### src/hdl/scpa_pkg.sv
package scpa_pkg;

  localparam int SLOTS_PER_CLASS_DEF = 64;
  localparam int NUM_DEVICES_DEF     = 16;
  localparam int NUM_CLASSES         = 4;
  localparam int MAP_W               = 64;
  localparam int BYTES_W             = 40;
  localparam int QUEUE_DEPTH         = 2;

  localparam logic [2:0] CLASS_DIRECT      = 3'd4;
  localparam logic       KIND_ALLOC        = 1'b0;
  localparam logic       KIND_FREE         = 1'b1;
  localparam logic [6:0] FREE_SLOTS_DIRECT = 7'd64;

  typedef enum logic [1:0] {
    STAT_POOLED     = 2'd0,
    STAT_DIRECT     = 2'd1,
    STAT_FREED      = 2'd2,
    STAT_NOT_IN_USE = 2'd3
  } status_e;

  typedef struct packed {
    logic        kind;
    logic [3:0]  device;
    logic [31:0] size;
    logic [2:0]  size_class;
    logic [5:0]  slot;
  } req_t;

  typedef struct packed {
    status_e              status;
    logic [2:0]           granted_class;
    logic [5:0]           granted_slot;
    logic [31:0]          block_bytes;
    logic [BYTES_W-1:0]   device_total;
    logic [BYTES_W-1:0]   device_peak;
    logic [BYTES_W-1:0]   system_total;
    logic [31:0]          alloc_count;
    logic [31:0]          release_count;
    logic [6:0]           class_free_slots;
  } rsp_t;

  // Block size of a pooled class.
  function automatic logic [31:0] class_bytes(input logic [1:0] cls);
    logic [31:0] b;
    case (cls)
      2'd0:    b = 32'd4096;
      2'd1:    b = 32'd16384;
      2'd2:    b = 32'd65536;
      default: b = 32'd262144;
    endcase
    return b;
  endfunction

endpackage

### src/hdl/scpa_queue.sv
module scpa_queue (
  input  logic           clk_i,
  input  logic           rst_ni,
  input  logic           push_i,
  input  scpa_pkg::req_t push_data_i,
  input  logic           pop_i,
  output scpa_pkg::req_t head_o,
  output logic           empty_o,
  output logic           full_o
);

  localparam int DEPTH = scpa_pkg::QUEUE_DEPTH;
  localparam int PTR_W = (DEPTH > 1) ? $clog2(DEPTH) : 1;
  localparam int CNT_W = $clog2(DEPTH + 1);

  scpa_pkg::req_t   mem_q [DEPTH];
  logic [PTR_W-1:0] wr_ptr_q, rd_ptr_q;
  logic [CNT_W-1:0] count_q;

  assign empty_o = count_q == '0;
  assign full_o  = count_q == CNT_W'(DEPTH);
  assign head_o  = mem_q[rd_ptr_q];

  always_ff @(posedge clk_i) begin
    if (push_i) begin
      mem_q[wr_ptr_q] <= push_data_i;
    end
  end

  always_ff @(posedge clk_i or negedge rst_ni) begin
    if (!rst_ni) begin
      wr_ptr_q <= '0;
      rd_ptr_q <= '0;
      count_q  <= '0;
    end else begin
      if (push_i) begin
        wr_ptr_q <= (wr_ptr_q == PTR_W'(DEPTH - 1)) ? '0 : wr_ptr_q + 1'b1;
      end
      if (pop_i) begin
        rd_ptr_q <= (rd_ptr_q == PTR_W'(DEPTH - 1)) ? '0 : rd_ptr_q + 1'b1;
      end
      if (push_i && !pop_i) begin
        count_q <= count_q + 1'b1;
      end else if (pop_i && !push_i) begin
        count_q <= count_q - 1'b1;
      end
    end
  end

endmodule

### config.mk
export PLATFORM = sky130hd
export DESIGN_NAME = scpa_queue
export DESIGN_NICKNAME = d
export VERILOG_FILES = /design/src/hdl/scpa_pkg.sv /design/src/hdl/scpa_queue.sv
export SDC_FILE = /design/constraint.sdc
export NUM_CORES = 1
export LEC_CHECK = 0
export BUFFER_PORTS_ARGS = -buffer_cell sky130_fd_sc_hd__buf_2
export CORE_MARGIN = 1.5
export CORE_UTILIZATION = 40
export CTS_CLUSTER_DIAMETER = 120
export DETAILED_ROUTE_END_ITERATION = 12
export GPL_ROUTABILITY_DRIVEN = 0
export RECOVER_POWER = 50
export SLEW_MARGIN = 20
export SYNTH_ARGS = -nofsm -noshare
export SYNTH_HDL_FRONTEND = slang
export SYNTH_SLANG_ARGS = --single-unit
### constraint.sdc
create_clock -name clk_i -period 3.85 [get_ports clk_i]
set_clock_uncertainty 0.05 [all_clocks]
set_input_delay 0.385 -clock clk_i [delete_from_list [all_inputs] [get_ports clk_i]]
set_output_delay 0.385 -clock clk_i [all_outputs]
set_load 0.01 [all_outputs]
# --- Word level (Yosys, flattened, before mapping) ---
# Memory sizes are Yosys's and may differ from the RTL's.
# Index checks and enable logic that the tools add are counted.
# Widths: inputs -> output; s select.
word_totals:
  ramBits: 92
  memories: 1
  in_bits: 50
  reg_bits: 4
mem_list:
  columns: ["memory", "words", "word_bits", "rd", "rd_clocked_by_memory_dff", "wr", "line_no", "source"]
  rows:
  - ["mem_q", 2, 46, 1, 0, 1, "scpa_queue.sv:16", "scpa_pkg::req_t mem_q [DEPTH];"]
classes:
  reduce_logical: 6
  n_mux: 6
  add_sub_neg: 4
  eq_ne: 1
ops:
  columns: ["operator", "n"]
  rows:
  - ["$mux 1", 4]
  - ["$mux 2", 2]
  - ["$add 1x1->1 const B", 2]
  - ["$add 2x1->2 const B", 1]
  - ["$eq 2x2->1 const B", 1]
  - ["$logic_and 1x1->1", 2]
  - ["$logic_not 1->1", 2]
  - ["$logic_not 2->1", 1]
  - ["$reduce_bool 2->1", 1]
  - ["$sub 2x1->2 const B", 1]

# --- Longest topological paths before layout ---
logic_depth:
  depth_word: 4
  ltp_mapped: 5
  ltp_nobuf: 5

# --- Least setup slack after synthesis ---
# No wires, ideal clock.
synth_path:
  path_type: "reg-to-reg"
  start: "register wr_ptr_q"
  end: "memory mem_q[0][0] (netlist name) (enable)"
  required_time_ps: 3345
  period_less_slack_ps: 2962
  stages_incl_launch_ff: 2
  arrival_time_ps: 2457
  slack_ps: 888
  path_cell_list: "dfrtp_1 nor2b_1"
synth_rtl:
  columns: ["element", "line_no", "source"]
  rows:
  - ["start: declaration", "scpa_queue.sv:17", "logic [PTR_W-1:0] wr_ptr_q, rd_ptr_q;"]
  - ["start signal: assignment", "scpa_queue.sv:37", "wr_ptr_q <= (wr_ptr_q == PTR_W'(DEPTH - 1)) ? '0 : wr_ptr_q + 1'b1;"]
  - ["end: declaration", "scpa_queue.sv:16", null]
# Straight into the memory's write port.

# --- Worst setup path after layout ---
layout_path:
  start: "register wr_ptr_q"
  end: "memory mem_q[0][37] (netlist name) (enable)"
# Straight into the memory's write port.

==> metrics <==
Syn Inst Count 159; MaxCap Viol Count 1; static leakage 1.694 nW; register area share after synthesis 78.87%; Post-DRT Antenna Nets 0; FF-to-FF path depth 2; Die Wd 98.26 µm; Seq cells post-synth 96; P per Cell Area 705.0 mW/mm²; Hold WS 0.1746 ns; actual slew at the worst max-slew pin 1.660 ns; overall routed net length 6058 µm; DRT iter0 DRCs 51; Hold Buf Count CTS 1; core area 0.008763 mm²; Syn-to-layout area delta 21.37%; clk buf depth 2; number of global-route vias before repair 1844; row cnt 34; VDD IR max 0.2804 mV; CTS sink cnt 96; die area 0.009655 mm²; RSZ-0062 raised after global routing no; critical path startpoint category register; hold-critical path depth 1; syn avg cell area 22.83 µm²; Critical Path AT 2.56 ns; WL/cell 16.03 µm; Ports 98; postcts setup bufs 0; largest net degree at the start of global routing 30; Final Slew Violations 20; detailed placer's ending HPWL 4106 µm; wire length of the first global-routing pass 9252 µm; IO Port Bufs 97; grt ovf 0; crit-path max FO 28; crit path time final 2.613 ns; initial core utilization 41.42%; Die Ht 98.26 µm; Area contributors post-synth edfxtp_1, mux2_4, mux2_2, dfrtp_1, buf_6; CTS resizes 0; 1st-pass router iterations 4; endpoints failing setup 0; share of cells above drive strength 1 49.63%; CTS tree yes; Post-Route Setup TNS 0 ns; layout net count 318; Worst setup EP type register; Post-Syn Nets 210; Netlist Area Pre-Place 0.003630 mm²; crit share post-route 67.88%; Synth Warn # 0; most common cell after layout, fill and taps aside edfxtp_1; post-synth top area share 76.11%; violations in the final reports max-capacitance violations, max-slew violations; antenna violations before repair 0; Crit Path Class reg2reg; GR Util All Layers 12.67%; TritonCTS buffer count 9; fill cell count 780; H-Tree Level Count 3; most frequent cells in the layout edfxtp_1, buf_2, mux2_4, clkbuf_1, mux2_2; Worst EP required 3.80 ns; clock latency on the worst-skew pair 0.34 ns; Clock transition at path regs 0.08 ns; Root Buffer clkbuf_8; detailed-route DRC error count 0; n_diodes 0; Slew Limit Headroom -10.92%; run status finished, violations left; via count 1785; vias per inst 4.722; fmax 382.6 MHz; path category of the worst min-delay check in2reg; leading area contributor after synthesis edfxtp_1; synth unique cells 13; Final Hold Viols 0
worst paths after layout:
path | start | slack [ns] | endpoint
setup / recovery | wr_ptr_q | 1.24 | mem_q[0][37]
hold / removal | push_data_i[18] | 0.17 | mem_q[0][18]
setup reg to reg | wr_ptr_q | 1.24 | mem_q[0][37]
hold reg to reg | wr_ptr_q | 0.44 | wr_ptr_q
max in group asynchronous | rst_ni | 3.17 | rd_ptr_q
min in group asynchronous | rst_ni | 0.36 | wr_ptr_q
per-stage QoR:
stage	setup slack, ns	utilization (%)	area (µm²)	cells	power (mW)
floorplan	0.8883	-	3630	159	2.176
detailed placement	1.868	48.39	4240	363	2.502
finish	1.237	50.27	4405	378	3.106
global placement	1.876	48.39	4240	363	2.490
CTS	1.750	50.76	4448	378	3.167
global route	0.9572	50.27	4405	378	3.257
Yosys cell counts, drive strengths merged:
cell type  number
and2            1
buf             5
dfrtp           4
edfxtp         92
ha              1
inv             1
mux2           46
nor2            2
nor2b           2
xnor2           1
xor2            4
registers in the layout, summed over array words and instances (netlist names):
register / flops
count_q: 2
mem_q: 92
rd_ptr_q: 1
wr_ptr_q: 1
layer usage:
| layer | vias up | track usage (%) | part of all wire [%] |
|---|---|---|---|
| met4 | 0 | 4.875 | 1.2 |
| met2 | 68 | 19.84 | 46 |
| li1 | 828 | - | - |
| met5 | - | 0 | 0 |
| met3 | 9 | 3.364 | 6.7 |
| met1 | 880 | 17.07 | 46 |
critical path, cell delays in order, from the launching register on:
cell,delay (ns)
dfrtp_1,0.41
nor2b_1,1.25
buf_4,0.55
cell type report:
| cell class | count | area, µm² | share of cell area, % |
|---|---|---|---|
| flip-flops and latches | 96 | 2864 | 65.01 |
| multi-input cells | 57 | 714.4 | 16.22 |
| repair buffers | 102 | 490.5 | 11.13 |
| well taps | 108 | 135.1 | 3.067 |
| clock buffers | 9 | 123.9 | 2.812 |
| clock inverters | 5 | 73.82 | 1.676 |
| inverters | 1 | 3.754 | 0.08520 |
cells by family (layout without fill, tap and decap cells):
kind of cell,Yosys count,in the layout,share of synthesized area (%)
multiplexers,46,46,17.37
flip-flops,96,96,78.87
buffers and inverters,6,117,1.482
AND/OR/NAND/NOR,5,5,0.7240
XOR/XNOR,5,5,1.206
adder cells (fa/ha/maj),1,1,0.3447
report_power, final:
group	switching, mW	internal (mW)	leakage (nW)	total, mW
Clock	0.308	0.354	0.102	0.662
Sequential	0.0574	1.39	0.909	1.45
Combinational	0.504	0.492	0.683	0.996
No activity file was read; power rests on OpenSTA's default activity.
