$ cat src/hdl/scpa_pkg.sv
package scpa_pkg;

  localparam int SLOTS_PER_CLASS_DEF = 64;
  localparam int NUM_DEVICES_DEF     = 16;
  localparam int NUM_CLASSES         = 4;
  localparam int MAP_W               = 64;
  localparam int BYTES_W             = 40;
  localparam int QUEUE_DEPTH         = 2;

  localparam logic [2:0] CLASS_DIRECT      = 3'd4;
  localparam logic       KIND_ALLOC        = 1'b0;
  localparam logic       KIND_FREE         = 1'b1;
  localparam logic [6:0] FREE_SLOTS_DIRECT = 7'd64;

  typedef enum logic [1:0] {
    STAT_POOLED     = 2'd0,
    STAT_DIRECT     = 2'd1,
    STAT_FREED      = 2'd2,
    STAT_NOT_IN_USE = 2'd3
  } status_e;

  typedef struct packed {
    logic        kind;
    logic [3:0]  device;
    logic [31:0] size;
    logic [2:0]  size_class;
    logic [5:0]  slot;
  } req_t;

  typedef struct packed {
    status_e              status;
    logic [2:0]           granted_class;
    logic [5:0]           granted_slot;
    logic [31:0]          block_bytes;
    logic [BYTES_W-1:0]   device_total;
    logic [BYTES_W-1:0]   device_peak;
    logic [BYTES_W-1:0]   system_total;
    logic [31:0]          alloc_count;
    logic [31:0]          release_count;
    logic [6:0]           class_free_slots;
  } rsp_t;

  // Block size of a pooled class.
  function automatic logic [31:0] class_bytes(input logic [1:0] cls);
    logic [31:0] b;
    case (cls)
      2'd0:    b = 32'd4096;
      2'd1:    b = 32'd16384;
      2'd2:    b = 32'd65536;
      default: b = 32'd262144;
    endcase
    return b;
  endfunction

endpackage

$ cat src/hdl/scpa_front.sv
module scpa_front #(
  parameter int NUM_DEVICES = scpa_pkg::NUM_DEVICES_DEF
) (
  input  logic          start,
  input  scpa_pkg::req_t req_i,
  input  logic          full_i,
  output logic          busy_o,
  output logic          push_o,
  output scpa_pkg::req_t push_data_o
);

  logic       dev_ok;
  logic [2:0] alloc_cls;

  assign dev_ok = 7'(req_i.device) < 7'(NUM_DEVICES);
  assign busy_o = full_i;

  // Pick the smallest class that fits; anything larger goes direct.
  always_comb begin
    if (req_i.size <= scpa_pkg::class_bytes(2'd0)) begin
      alloc_cls = 3'd0;
    end else if (req_i.size <= scpa_pkg::class_bytes(2'd1)) begin
      alloc_cls = 3'd1;
    end else if (req_i.size <= scpa_pkg::class_bytes(2'd2)) begin
      alloc_cls = 3'd2;
    end else if (req_i.size <= scpa_pkg::class_bytes(2'd3)) begin
      alloc_cls = 3'd3;
    end else begin
      alloc_cls = scpa_pkg::CLASS_DIRECT;
    end
  end

  always_comb begin
    push_data_o = req_i;
    if (req_i.kind == scpa_pkg::KIND_ALLOC) begin
      push_data_o.size_class = alloc_cls;
    end
  end

  // Drop requests for devices that do not exist.
  assign push_o = start && !full_i && dev_ok;

endmodule

$ cat config.mk
export PLATFORM = sky130hd
export DESIGN_NAME = scpa_front
export DESIGN_NICKNAME = d
export VERILOG_FILES = /design/src/hdl/scpa_pkg.sv /design/src/hdl/scpa_front.sv
export SDC_FILE = /design/constraint.sdc
export NUM_CORES = 1
export LEC_CHECK = 0
export ABC_AREA = 1
export BUFFER_PORTS_ARGS = -buffer_cell sky130_fd_sc_hd__buf_4
export CORE_MARGIN = 1
export CORE_UTILIZATION = 29
export DETAILED_ROUTE_END_ITERATION = 6
export GPL_TIMING_DRIVEN = 0
export PLACE_DENSITY = 0.8
export SYNTH_ARGS = -nofsm -noshare
export SYNTH_HDL_FRONTEND = slang
export SYNTH_SLANG_ARGS = --single-unit
$ cat constraint.sdc
create_clock -name vclk -period 0.9
set_input_delay 0.135 -clock vclk [all_inputs]
set_output_delay 0.135 -clock vclk [all_outputs]
set_load 0.05 [all_outputs]
* Word level (Yosys, flattened, before mapping)
Cells that the tools add are included.
** Cells by class
- Magnitude comparators :: 4
- Muxes and demuxes :: 5
- Reductions and logical operators :: 2
** Operators with widths (count)
- $le A32 B13 Y1 const B :: 1
- $le A32 B15 Y1 const B :: 1
- $le A32 B17 Y1 const B :: 1
- $le A32 B19 Y1 const B :: 1
- $mux W3 :: 5
- $logic_and A1 B1 Y1 :: 1
- $logic_not A1 Y1 :: 1
** Storage, ports and cells
- Flip-flop bits (word level) :: 0
- Word-level logic and storage cells :: 11

* Longest topological paths before layout
Gate-level depths: netlist (run 1).
- Depth in word-level cells :: 6
- Mapped depth :: 11
- Depth with buffers taken out :: 11

* Least setup slack after synthesis (run 1)
OpenSTA, ideal clock, no wires.
- Path type :: input to output
- Start :: input req_i[15] (netlist name)
- End :: output push_data_o[8] (netlist name)
- Setup slack :: -0.826 ns
- Data arrival time :: 1.591 ns
- Stages :: 8
- Path through :: nor2_1 -> nand2_1 -> inv_1 -> nand2_1 -> nor2_1 -> nand2_1 -> nand2_2 -> o21ai_0
** RTL lines
- from (decl) :: line scpa_front.sv:5 : input scpa_pkg::req_t req_i,
- to (decl) :: line scpa_front.sv:9 : output scpa_pkg::req_t push_data_o

==> summary.json, run 1 <==
{
  "drc_errors": 0,
  "max_freq_mhz": 761,
  "rsz0062_at_grt": "true",
  "grt.overflow.total": 0,
  "muxShareOfSynthArea_pct": 0,
  "track_usage_pct": 15.4,
  "report.final.hold_viol_count": 0,
  "route.detailed.vias_per_inst": 4.13,
  "dp_hpwl_um": 1800,
  "synth_most_common_cell": "buf_4",
  "timing.critical_path.to_type": "output port",
  "criticalPathCategory": "input pin to output port",
  "grt_pass1_wl_um": 3270,
  "netlist_top_cells_count": "buf_4, nand2_1, nor2_1",
  "period_share_pct": 146,
  "area_inside_the_core_boundary_um2": 2230,
  "dieArea_um2": 2610,
  "netlist_area_um2": 699,
  "rows": 17,
  "buffer_ports.inserted": 86,
  "yosys.area.top_type_share_pct": 47.2,
  "n_fill_cell": 185,
  "total_power_mw": 1.08,
  "timing.critical_path.fanout_max": 4,
  "hold_path_class": "input pin to output port",
  "finalMaxSlewViolations": 0,
  "tightest_slew_ps": 145,
  "worst-endpoint-required_ps": 760,
  "slew_headroom_pct": 90.3,
  "finish.instance_area_um2": 1670,
  "netlist.top_cell.by_area": "buf_4",
  "syn_nets": 174,
  "fin_ws_ps": -413,
  "syn_to_final_growth_pct": 139,
  "first_global_vias": 869,
  "synthDistinctLibCells": 16,
  "power.ir.vdd_worst_mv": 0.479,
  "post_cts_hold_buffer_count": 0,
  "cellPowerDensity_nw_per_um2": 645,
  "die_x_um": 51.1,
  "synth_compound_gate_area_share_pct": 4.29,
  "drtPass1Iterations": 3,
  "number_of_antenna_violations_at_the_first_check_in_global_routing": 0,
  "layout.clock_buffers": 0,
  "worstSetupStartpointType": "input pin",
  "setup_viol_count_final": 3,
  "grt_start_max_net_pins": 8,
  "drive_above_1_share_pct": 86.6,
  "sequential_cell_area_um2": 0,
  "via_count": 1007,
  "gp_congestion": 0.665,
  "arrival_time_of_data_at_the_critical_path_endpoint_ps": 1180,
  "synth_top_family_by_area": "buffers and inverters",
  "placed_cells_incl_taps": 240,
  "synth_warnings": 0,
  "design.final.nets": 266,
  "drt_iter0_drc": 3,
  "post_synth_xor_area_fraction_pct": 0,
  "routed_antenna_nets": 0,
  "area_of_placed_instances_um2": 1470,
  "detail_route.wl_per_cell_um": 9.03,
  "max-cap-violations": 0,
  "wl_um": 2200,
  "floorplan.die.height_um": 51.1,
  "antenna_cells": 0,
  "synth_adder_area_share_pct": 0,
  "status": "complete, but fails checks",
  "sequential_cell_total": 0,
  "netlist_top_cells_area": "buf_4, nand2_1, nor2_1",
  "yosysSeqAreaShare_pct": 0,
  "start_util_pct": 31.3,
  "layoutNonFillerInstCount": 244,
  "post_synthesis_average_cell_area_um2": 5.55,
  "timing.final.crit_period_ps": 1310,
  "leakage_nw": 0.900,
  "yosys.area_share.simple_pct": 39.9,
  "synthesis.instances": 126,
  "failed_checks": "setup timing",
  "design.portCount": 96
}
## cells in the final DEF (no fill, tap or decap), types with 2 or more instances in the layout
cell	netlist	routed
nand2_4	0	3
inv_2	2	9
buf_6	0	16
nand2_2	4	15
nor2_1	19	6
nand3_1	4	4
buf_4	44	114
nand3b_1	2	2
inv_1	14	4
nand2_1	25	11
nor2_2	5	8
buf_8	0	3
nor2_4	1	11
## critical path, stage by stage
cell     delay [ps]
buf_12          110
inv_12           40
nand2_4          40
nor2_4          130
buf_4           120
nand3_1          90
nand2_2         130
nand2_2          60
nand2_2          50
nand2_2          60
nand2_4          70
buf_8           140
## kinds of logic (layout without fill, tap and decap cells)
family / Yosys count / count (layout)
AOI/OAI and AO/OA: 4 / 4
and+or+nand+nor: 62 / 62
buffers and inverters: 60 / 150
## routing by layer
metal  routed length [um]  vias up  global-route usage (%)  part of all wire (%)
li1                     -      513                       -                     -
met1                  676      438                    15.8                    31
met2                 1340       54                    34.2                    61
met3                  174        2                   0.595                   7.9
met4                   12        0                   0.926                  0.54
met5                    0        -                       0                     0
## layout make-up
cell class | count | area [um2] | share of cell area, %
Multi-Input combinational cell | 66 | 458 | 27.4
Timing Repair Buffer | 90 | 771 | 46.0
Inverter | 16 | 80.1 | 4.78
Buffer | 44 | 330 | 19.7
Tap cell | 28 | 35.0 | 2.09
## where the power goes
group | leakage (nW) | switching [mW] | internal (mW)
clock network | 0 | 0 | 0
logic | 0.900 | 0.619 | 0.460
registers | 0 | 0 | 0
## stage by stage
| step | utilization [%] | hold WS (ps) | setup WS (ps) | TNS (ps) |
|---|---|---|---|---|
| after global routing | 75.0 | 528 | -507 | -1410 |
| after detailed placement | 65.7 | 525 | -498 | -1260 |
| final | 75.0 | 524 | -413 | -1140 |
| after CTS | 67.9 | 525 | -430 | -1210 |
| after global placement | 65.7 | 525 | -470 | -1170 |
| after floorplan | - | 366 | -219 | -544 |
## final timing paths
kind	startpoint	endpoint	slack [ps]	cells after the start
worst max-delay path	req_i[32]	push_data_o[6]	-410	12
worst min-delay path	req_i[2]	push_data_o[2]	520	2
## what timing repair did
action,CTS,global route
pin swaps,14,29
setup endpoints to repair,3,3
setup buffers,2,2
gates resized for setup,11,49
(Power assumes the default switching activity.)
==> run 2: changes to the inputs <==
- RECOVER_POWER: not set -> 25
==> summary.json, run 2 (synthesis results as in run 1) <==
{
  "leakage": {"value": 0.892, "unit": "nW", "change": "-0.80%"},
  "max-cap-violations": {"value": 0, "change": "unchanged"},
  "sequential_cell_area": {"value": 0, "unit": "um2", "change": "unchanged"},
  "timing.critical_path.to_type": "output port",
  "layout.cells.most_common": "buf_4",
  "report.final.hold_viol_count": {"value": 0, "change": "unchanged"},
  "timing.critical_path.cells": "buf_12, inv_12, nand2_4, nor2_4, buf_4, nand3_1, nand2_2, nand2_2, nand2_2, nand2_2, nand2_4, buf_8",
  "gp_congestion": {"value": 0.665, "change": "unchanged"},
  "area_inside_the_core_boundary": {"value": 2230, "unit": "um2", "change": "unchanged"},
  "max_freq": {"value": 761, "unit": "MHz", "change": "about the same"},
  "drive_above_1_share": {"value": 86.6, "unit": "%", "change": "unchanged"},
  "design.final.nets": {"value": 266, "change": "unchanged"},
  "period_share": {"value": 146, "unit": "%", "change": "about the same"},
  "dr_wl_met3": {"value": 169, "unit": "um", "change": "-2.9%"},
  "critical-path-top-delay-family": "simple AND/OR/NAND/NOR gates",
  "area_of_placed_instances": {"value": 1470, "unit": "um2", "change": "unchanged"},
  "antenna_cells": {"value": 0, "change": "unchanged"},
  "critPathMaxStageDelay": {"value": 140, "unit": "ps", "change": "about the same"},
  "min_to": "push_o",
  "hold_crit_start": "full_i",
  "buffer_ports.inserted": {"value": 86, "change": "unchanged"},
  "track_usage": {"value": 15.4, "unit": "%", "change": "unchanged"},
  "start_util": {"value": 31.3, "unit": "%", "change": "unchanged"},
  "first_global_vias": {"value": 869, "change": "unchanged"},
  "critPathMostFrequentCell": "nand2_2",
  "power.ir.vdd_worst": {"value": 0.480, "unit": "mV", "change": "about the same"},
  "design.portCount": {"value": 96, "change": "unchanged"},
  "total_power": {"value": 1.06, "unit": "mW", "change": "-1.5%"},
  "grt_pass1_wl": {"value": 3270, "unit": "um", "change": "unchanged"},
  "finish.instance_area": {"value": 1650, "unit": "um2", "change": "-1.6%"},
  "slew_headroom": {"value": 81.1, "unit": "%", "change": "-9.2 points"},
  "worstSetupStartpointType": "input pin",
  "arrival_time_of_data_at_the_critical_path_endpoint": {"value": 1180, "unit": "ps", "change": "about the same"},
  "rows": {"value": 17, "change": "unchanged"},
  "rsz0062_at_grt": "true",
  "routed_antenna_nets": {"value": 0, "change": "unchanged"},
  "tightest_slew": {"value": 285, "unit": "ps", "change": "+140 ps"},
  "syn_to_final_growth_pct": 135,
  "dp_hpwl": {"value": 1800, "unit": "um", "change": "unchanged"},
  "wl": {"value": 2200, "unit": "um", "change": "-0.14%"},
  "criticalPathCategory": "input pin to output port",
  "finalMaxSlewViolations": {"value": 0, "change": "unchanged"},
  "die_x": {"value": 51.1, "unit": "um", "change": "unchanged"},
  "most_used_cells_in_the_layout_excluding_fill_and_tap_cells": "buf_4, buf_6, nand2_2",
  "timing.critical_path.fanout_max": {"value": 4, "change": "unchanged"},
  "fin_ws": {"value": -414, "unit": "ps", "change": "-0.784 ps"},
  "highest_layer": "met4",
  "dieArea": {"value": 2610, "unit": "um2", "change": "unchanged"},
  "pre_cts_ws": {"value": -498, "unit": "ps", "change": "unchanged"},
  "length_of_routed_met2_wiring": {"value": 1340, "unit": "um", "change": "about the same"},
  "drtPass1Iterations": {"value": 3, "change": "unchanged"},
  "hold_depth": {"value": 3, "change": "+1"},
  "grt.overflow.total": {"value": 0, "change": "unchanged"},
  "post_cts_hold_buffer_count": {"value": 0, "change": "unchanged"},
  "finalCoreUtilization": {"value": 73.7, "unit": "%", "change": "-1.2 points"},
  "cellPowerDensity": {"value": 646, "unit": "nW/um2", "change": "+0.13%"},
  "wl_met1": {"value": 680, "unit": "um", "change": "+0.59%"},
  "detail_route.wl_per_cell": {"value": 9.02, "unit": "um", "change": "-0.14%"},
  "layout.clock_buffers": {"value": 0, "change": "unchanged"},
  "number_of_antenna_violations_at_the_first_check_in_global_routing": {"value": 0, "change": "unchanged"},
  "failed_checks": "setup timing",
  "status": "complete, but fails checks",
  "critPathSlowestCell": "buf_8",
  "drc_errors": {"value": 0, "change": "unchanged"},
  "setup_viol_count_final": {"value": 3, "change": "unchanged"},
  "hold_path_class": "input pin to output port",
  "drt_iter0_drc": {"value": 3, "change": "unchanged"},
  "via_count": {"value": 1007, "change": "unchanged"},
  "grt_start_max_net_pins": {"value": 8, "change": "unchanged"},
  "hold-worst-slack": {"value": 567, "unit": "ps", "change": "+43.0 ps"},
  "sequential_cell_total": {"value": 0, "change": "unchanged"},
  "worstPathBufferInverterCount": {"value": 4, "change": "unchanged"},
  "worst-endpoint-required": {"value": 760, "unit": "ps", "change": "about the same"},
  "floorplan.die.height": {"value": 51.1, "unit": "um", "change": "unchanged"},
  "route.detailed.vias_per_inst": {"value": 4.13, "change": "unchanged"},
  "n_fill_cell": {"value": 193, "change": "+4.3%"},
  "timing.final.crit_period": {"value": 1310, "unit": "ps", "change": "+0.784 ps"}
}
-- run 2: cell count changes in the layout (fill, tap and decap cells not counted), sizes merged --
cell    change
clkbuf     +11
buf        -11
-- run 2: per-stage QoR --
stage | setup TNS, ps | std cells
after floorplan | -544 | 126
after global placement | -1170 | 240
after detailed placement | -1260 | 240
after CTS | -1210 | 242
after global routing | -1410 | 244
final | -1140 | 244
-- run 2: what timing repair did --
item | in CTS | in global routing
pin swaps | 14 | 29
setup buffers | 2 | 2
hold endpoints to repair | 0 | 0
gates cloned | 0 | 0
endpoints found under the setup margin | 3 | 3
gates resized for setup | 11 | 49
-- run 2: layer usage --
| metal | global-route usage (%) | up-vias |
|---|---|---|
| li1 | - | 513 |
| met1 | 15.8 | 438 |
| met2 | 34.2 | 54 |
| met3 | 0.595 | 2 |
| met4 | 0.926 | 0 |
| met5 | 0 | - |
-- run 2: final cells by class --
| cell class | instances | area [um2] | share of cell area, % |
|---|---|---|---|
| well taps | 28 | 35.0 | 2.13 |
| repair buffers | 90 | 743 | 45.1 |
| multi-input cells | 66 | 458 | 27.8 |
| plain buffers | 44 | 330 | 20.1 |
| inverters | 16 | 80.1 | 4.86 |
-- run 2: power by group --
group          leakage [nW]  internal, mW  total (mW)  switching [mW]
clock                     0             0           0               0
sequential                0             0           0               0
combinational         0.892         0.444        1.06           0.619
-- run 2: worst max-delay path by stage --
stage	from	to	slack, ps	cells past startpoint
after detailed placement	req_i[32]	push_data_o[6]	-500	13
final	req_i[32]	push_data_o[6]	-410	12
after CTS	req_i[33]	push_data_o[6]	-430	13
after floorplan	req_i[32]	push_data_o[7]	-220	9
after global routing	req_i[32]	push_data_o[6]	-510	13
after global placement	req_i[32]	push_data_o[6]	-470	13
==> run 3: changes to the inputs <==
- BUFFER_PORTS_ARGS: -buffer_cell sky130_fd_sc_hd__buf_4 -> not set
- CORE_AREA: not set -> 2 2 39 41
- CORE_MARGIN: 1 -> not set
- CORE_UTILIZATION: 29 -> not set
- DIE_AREA: not set -> 0 0 41 43
- DONT_BUFFER_PORTS: not set -> 1
- PLACE_DENSITY: 0.8 -> 0.7
- RECOVER_POWER: 25 -> 100
==> summary.json, run 3 (synthesis results as in run 1) <==
{
  "tightest_slew": {"value": 600, "unit": "ps", "change": "+315 ps"},
  "arrival_time_of_data_at_the_critical_path_endpoint": {"value": 1060, "unit": "ps", "change": "-120 ps"},
  "netSwitchingPower": {"value": 0.497, "unit": "mW", "change": "-20%"},
  "critPathMaxStageDelay": {"value": 320, "unit": "ps", "change": "+180 ps"},
  "rows": {"value": 14, "change": "-3"},
  "number_of_antenna_violations_at_the_first_check_in_global_routing": {"value": 0, "change": "unchanged"},
  "area_inside_the_core_boundary": {"value": 1380, "unit": "um2", "change": "-38%"},
  "grt.overflow.total": {"value": 0, "change": "unchanged"},
  "critical_path.endpoint": "push_data_o[8]",
  "layout.cells.most_common": "clkbuf_1",
  "dp_hpwl": {"value": 1220, "unit": "um", "change": "-32%"},
  "buffer_ports.inserted": {"value": 0, "change": "-100%"},
  "fin_ws": {"value": -300, "unit": "ps", "change": "+114 ps"},
  "timing.critical_path.cells": "nor2_4, nand2_2, inv_2, nand2_1, nor2_1, nand2_1, nand2_2, buf_4, buf_6, o21ai_4",
  "combinationalPowerShare": {"value": 100.0, "unit": "%", "change": "about the same"},
  "first_global_vias": {"value": 465, "change": "-46%"},
  "worst-endpoint-required": {"value": 760, "unit": "ps", "change": "about the same"},
  "crit_start": "req_i[38]",
  "gp_congestion": {"value": 0.654, "change": "-1.7%"},
  "finalMaxSlewViolations": {"value": 0, "change": "unchanged"},
  "sequential_cell_area": {"value": 0, "unit": "um2", "change": "unchanged"},
  "routed_antenna_nets": {"value": 0, "change": "unchanged"},
  "track_usage": {"value": 12.4, "unit": "%", "change": "-3.0 points"},
  "hold_path_class": "input pin to output port",
  "drive_above_1_share": {"value": 37.3, "unit": "%", "change": "-49 points"},
  "timing.critical_path.to_type": "output port",
  "power.switching_fraction": {"value": 81.3, "unit": "%", "change": "+23 points"},
  "pre_cts_ws": {"value": -309, "unit": "ps", "change": "+189 ps"},
  "antenna_cells": {"value": 0, "change": "unchanged"},
  "start_util": {"value": 50.5, "unit": "%", "change": "+19 points"},
  "cellPowerDensity": {"value": 791, "unit": "nW/um2", "change": "+22%"},
  "slew_headroom": {"value": 60.2, "unit": "%", "change": "-21 points"},
  "post_cts_hold_buffer_count": {"value": 0, "change": "unchanged"},
  "syn_to_final_growth_pct": 10.6,
  "p_int": {"value": 0.114, "unit": "mW", "change": "-74%"},
  "power_frac_seq": {"value": 0, "unit": "%", "change": "unchanged"},
  "max-cap-violations": {"value": 0, "change": "unchanged"},
  "n_fill_cell": {"value": 186, "change": "-3.6%"},
  "die_x": {"value": 41, "unit": "um", "change": "-20%"},
  "grt_start_max_net_pins": {"value": 8, "change": "unchanged"},
  "status": "complete, but fails checks",
  "power.ir.vdd_worst": {"value": 0.583, "unit": "mV", "change": "+22%"},
  "design.final.nets": {"value": 184, "change": "-31%"},
  "layout.clock_buffers": {"value": 0, "change": "unchanged"},
  "design.portCount": {"value": 96, "change": "unchanged"},
  "hold-worst-slack": {"value": 367, "unit": "ps", "change": "-200 ps"},
  "report.final.hold_viol_count": {"value": 0, "change": "unchanged"},
  "tns": {"value": -865, "unit": "ps", "change": "+279 ps"},
  "failed_checks": "setup timing",
  "hold_crit_start": "full_i",
  "floorplan.die.height": {"value": 43, "unit": "um", "change": "-16%"},
  "sequential_cell_total": {"value": 0, "change": "unchanged"},
  "clockPowerShare": {"value": 0, "unit": "%", "change": "unchanged"},
  "route.detailed.vias_per_inst": {"value": 4.49, "change": "+8.9%"},
  "grt_pass1_wl": {"value": 1660, "unit": "um", "change": "-49%"},
  "critPathSlowestCell": "o21ai_4",
  "timing.final.crit_period": {"value": 1200, "unit": "ps", "change": "-114 ps"},
  "dieArea": {"value": 1760, "unit": "um2", "change": "-33%"},
  "wl": {"value": 1390, "unit": "um", "change": "-37%"},
  "via_count": {"value": 674, "change": "-33%"},
  "period_share": {"value": 133, "unit": "%", "change": "-13 points"},
  "timing.critical_path.fanout_max": {"value": 3, "change": "-1"},
  "setup_viol_count_final": {"value": 3, "change": "unchanged"},
  "worstSetupStartpointType": "input pin",
  "rsz0062_at_grt": "true",
  "leakage": {"value": 0.318, "unit": "nW", "change": "-64%"},
  "drtPass1Iterations": {"value": 2, "change": "-1"},
  "detail_route.wl_per_cell": {"value": 9.25, "unit": "um", "change": "+2.6%"},
  "drc_errors": {"value": 0, "change": "unchanged"},
  "drt_iter0_drc": {"value": 2, "change": "-1"},
  "criticalPathCategory": "input pin to output port",
  "most_used_cells_in_the_layout_excluding_fill_and_tap_cells": "clkbuf_1, nand2_1, nor2_4, nor2_1, nand2_2",
  "max_freq": {"value": 833, "unit": "MHz", "change": "+9.5%"}
}
## run 3: changes by cell type in the layout (fill, tap and decap cells not counted), moves of 3 or more
| cell | change |
|---|---|
| nor2_2 | -3 |
| nor2_1 | +4 |
| buf_8 | -3 |
| inv_2 | -4 |
| nand2_2 | -6 |
| buf_6 | -15 |
| buf_4 | -95 |
| clkbuf_2 | -11 |
| clkbuf_1 | +43 |
| nand2_1 | +6 |
## run 3: critical path, delay by kind of cell
| kind | cells | cell delay (ps) |
|---|---|---|
| AOI/OAI and AO/OA | 1 | 320 |
| buffers and inverters | 3 | 270 |
| and+or+nand+nor | 6 | 350 |
## run 3: worst min path at each step
stage	slack (ps)	cells past startpoint	endpoint
final	370	1	push_o
after detailed placement	370	1	push_o
after global placement	370	1	push_o
after global routing	370	1	push_o
after CTS	370	1	push_o
after floorplan	370	1	push_o
## run 3: repair_timing
action                                 in CTS  in global routing
setup endpoints to repair                   3                  3
setup buffers                               5                  3
gates resized for setup                    18                  7
endpoints found under the hold margin       0                  0
pin swaps                                  10                 10
## run 3: layout make-up
class / count / area (um2) / area share (%)
Buffer: 44 / 169 / 21.8
Multi-Input combinational cell: 66 / 435 / 56.3
Tap cell: 16 / 20.0 / 2.59
Timing Repair Buffer: 8 / 63.8 / 8.25
Inverter: 16 / 85.1 / 11.0
## run 3: layer usage
layer	up-vias	part of all wire, %	track usage [%]
met3	0	12	0
li1	348	-	-
met2	42	57	26.6
met4	0	0	0
met1	284	31	12.3
met5	-	0	0
## run 3: through the flow
| stage | cells | total power [mW] | area (um2) | util (%) |
|---|---|---|---|---|
| global route | 150 | 0.636 | 773 | 55.9 |
| floorplan | 126 | 0.653 | 786 | - |
| detailed placement | 142 | 0.670 | 806 | 58.2 |
| finish | 150 | 0.611 | 773 | 55.9 |
| CTS | 147 | 0.696 | 891 | 64.4 |
| global placement | 142 | 0.668 | 806 | 58.2 |
## run 3: power by group through the flow
stage,Sequential (mW),Combinational [mW],Clock [mW]
floorplan,0,0.653,0
global placement,0,0.668,0
CTS,0,0.696,0
global route,0,0.636,0
finish,0,0.611,0
detailed placement,0,0.670,0
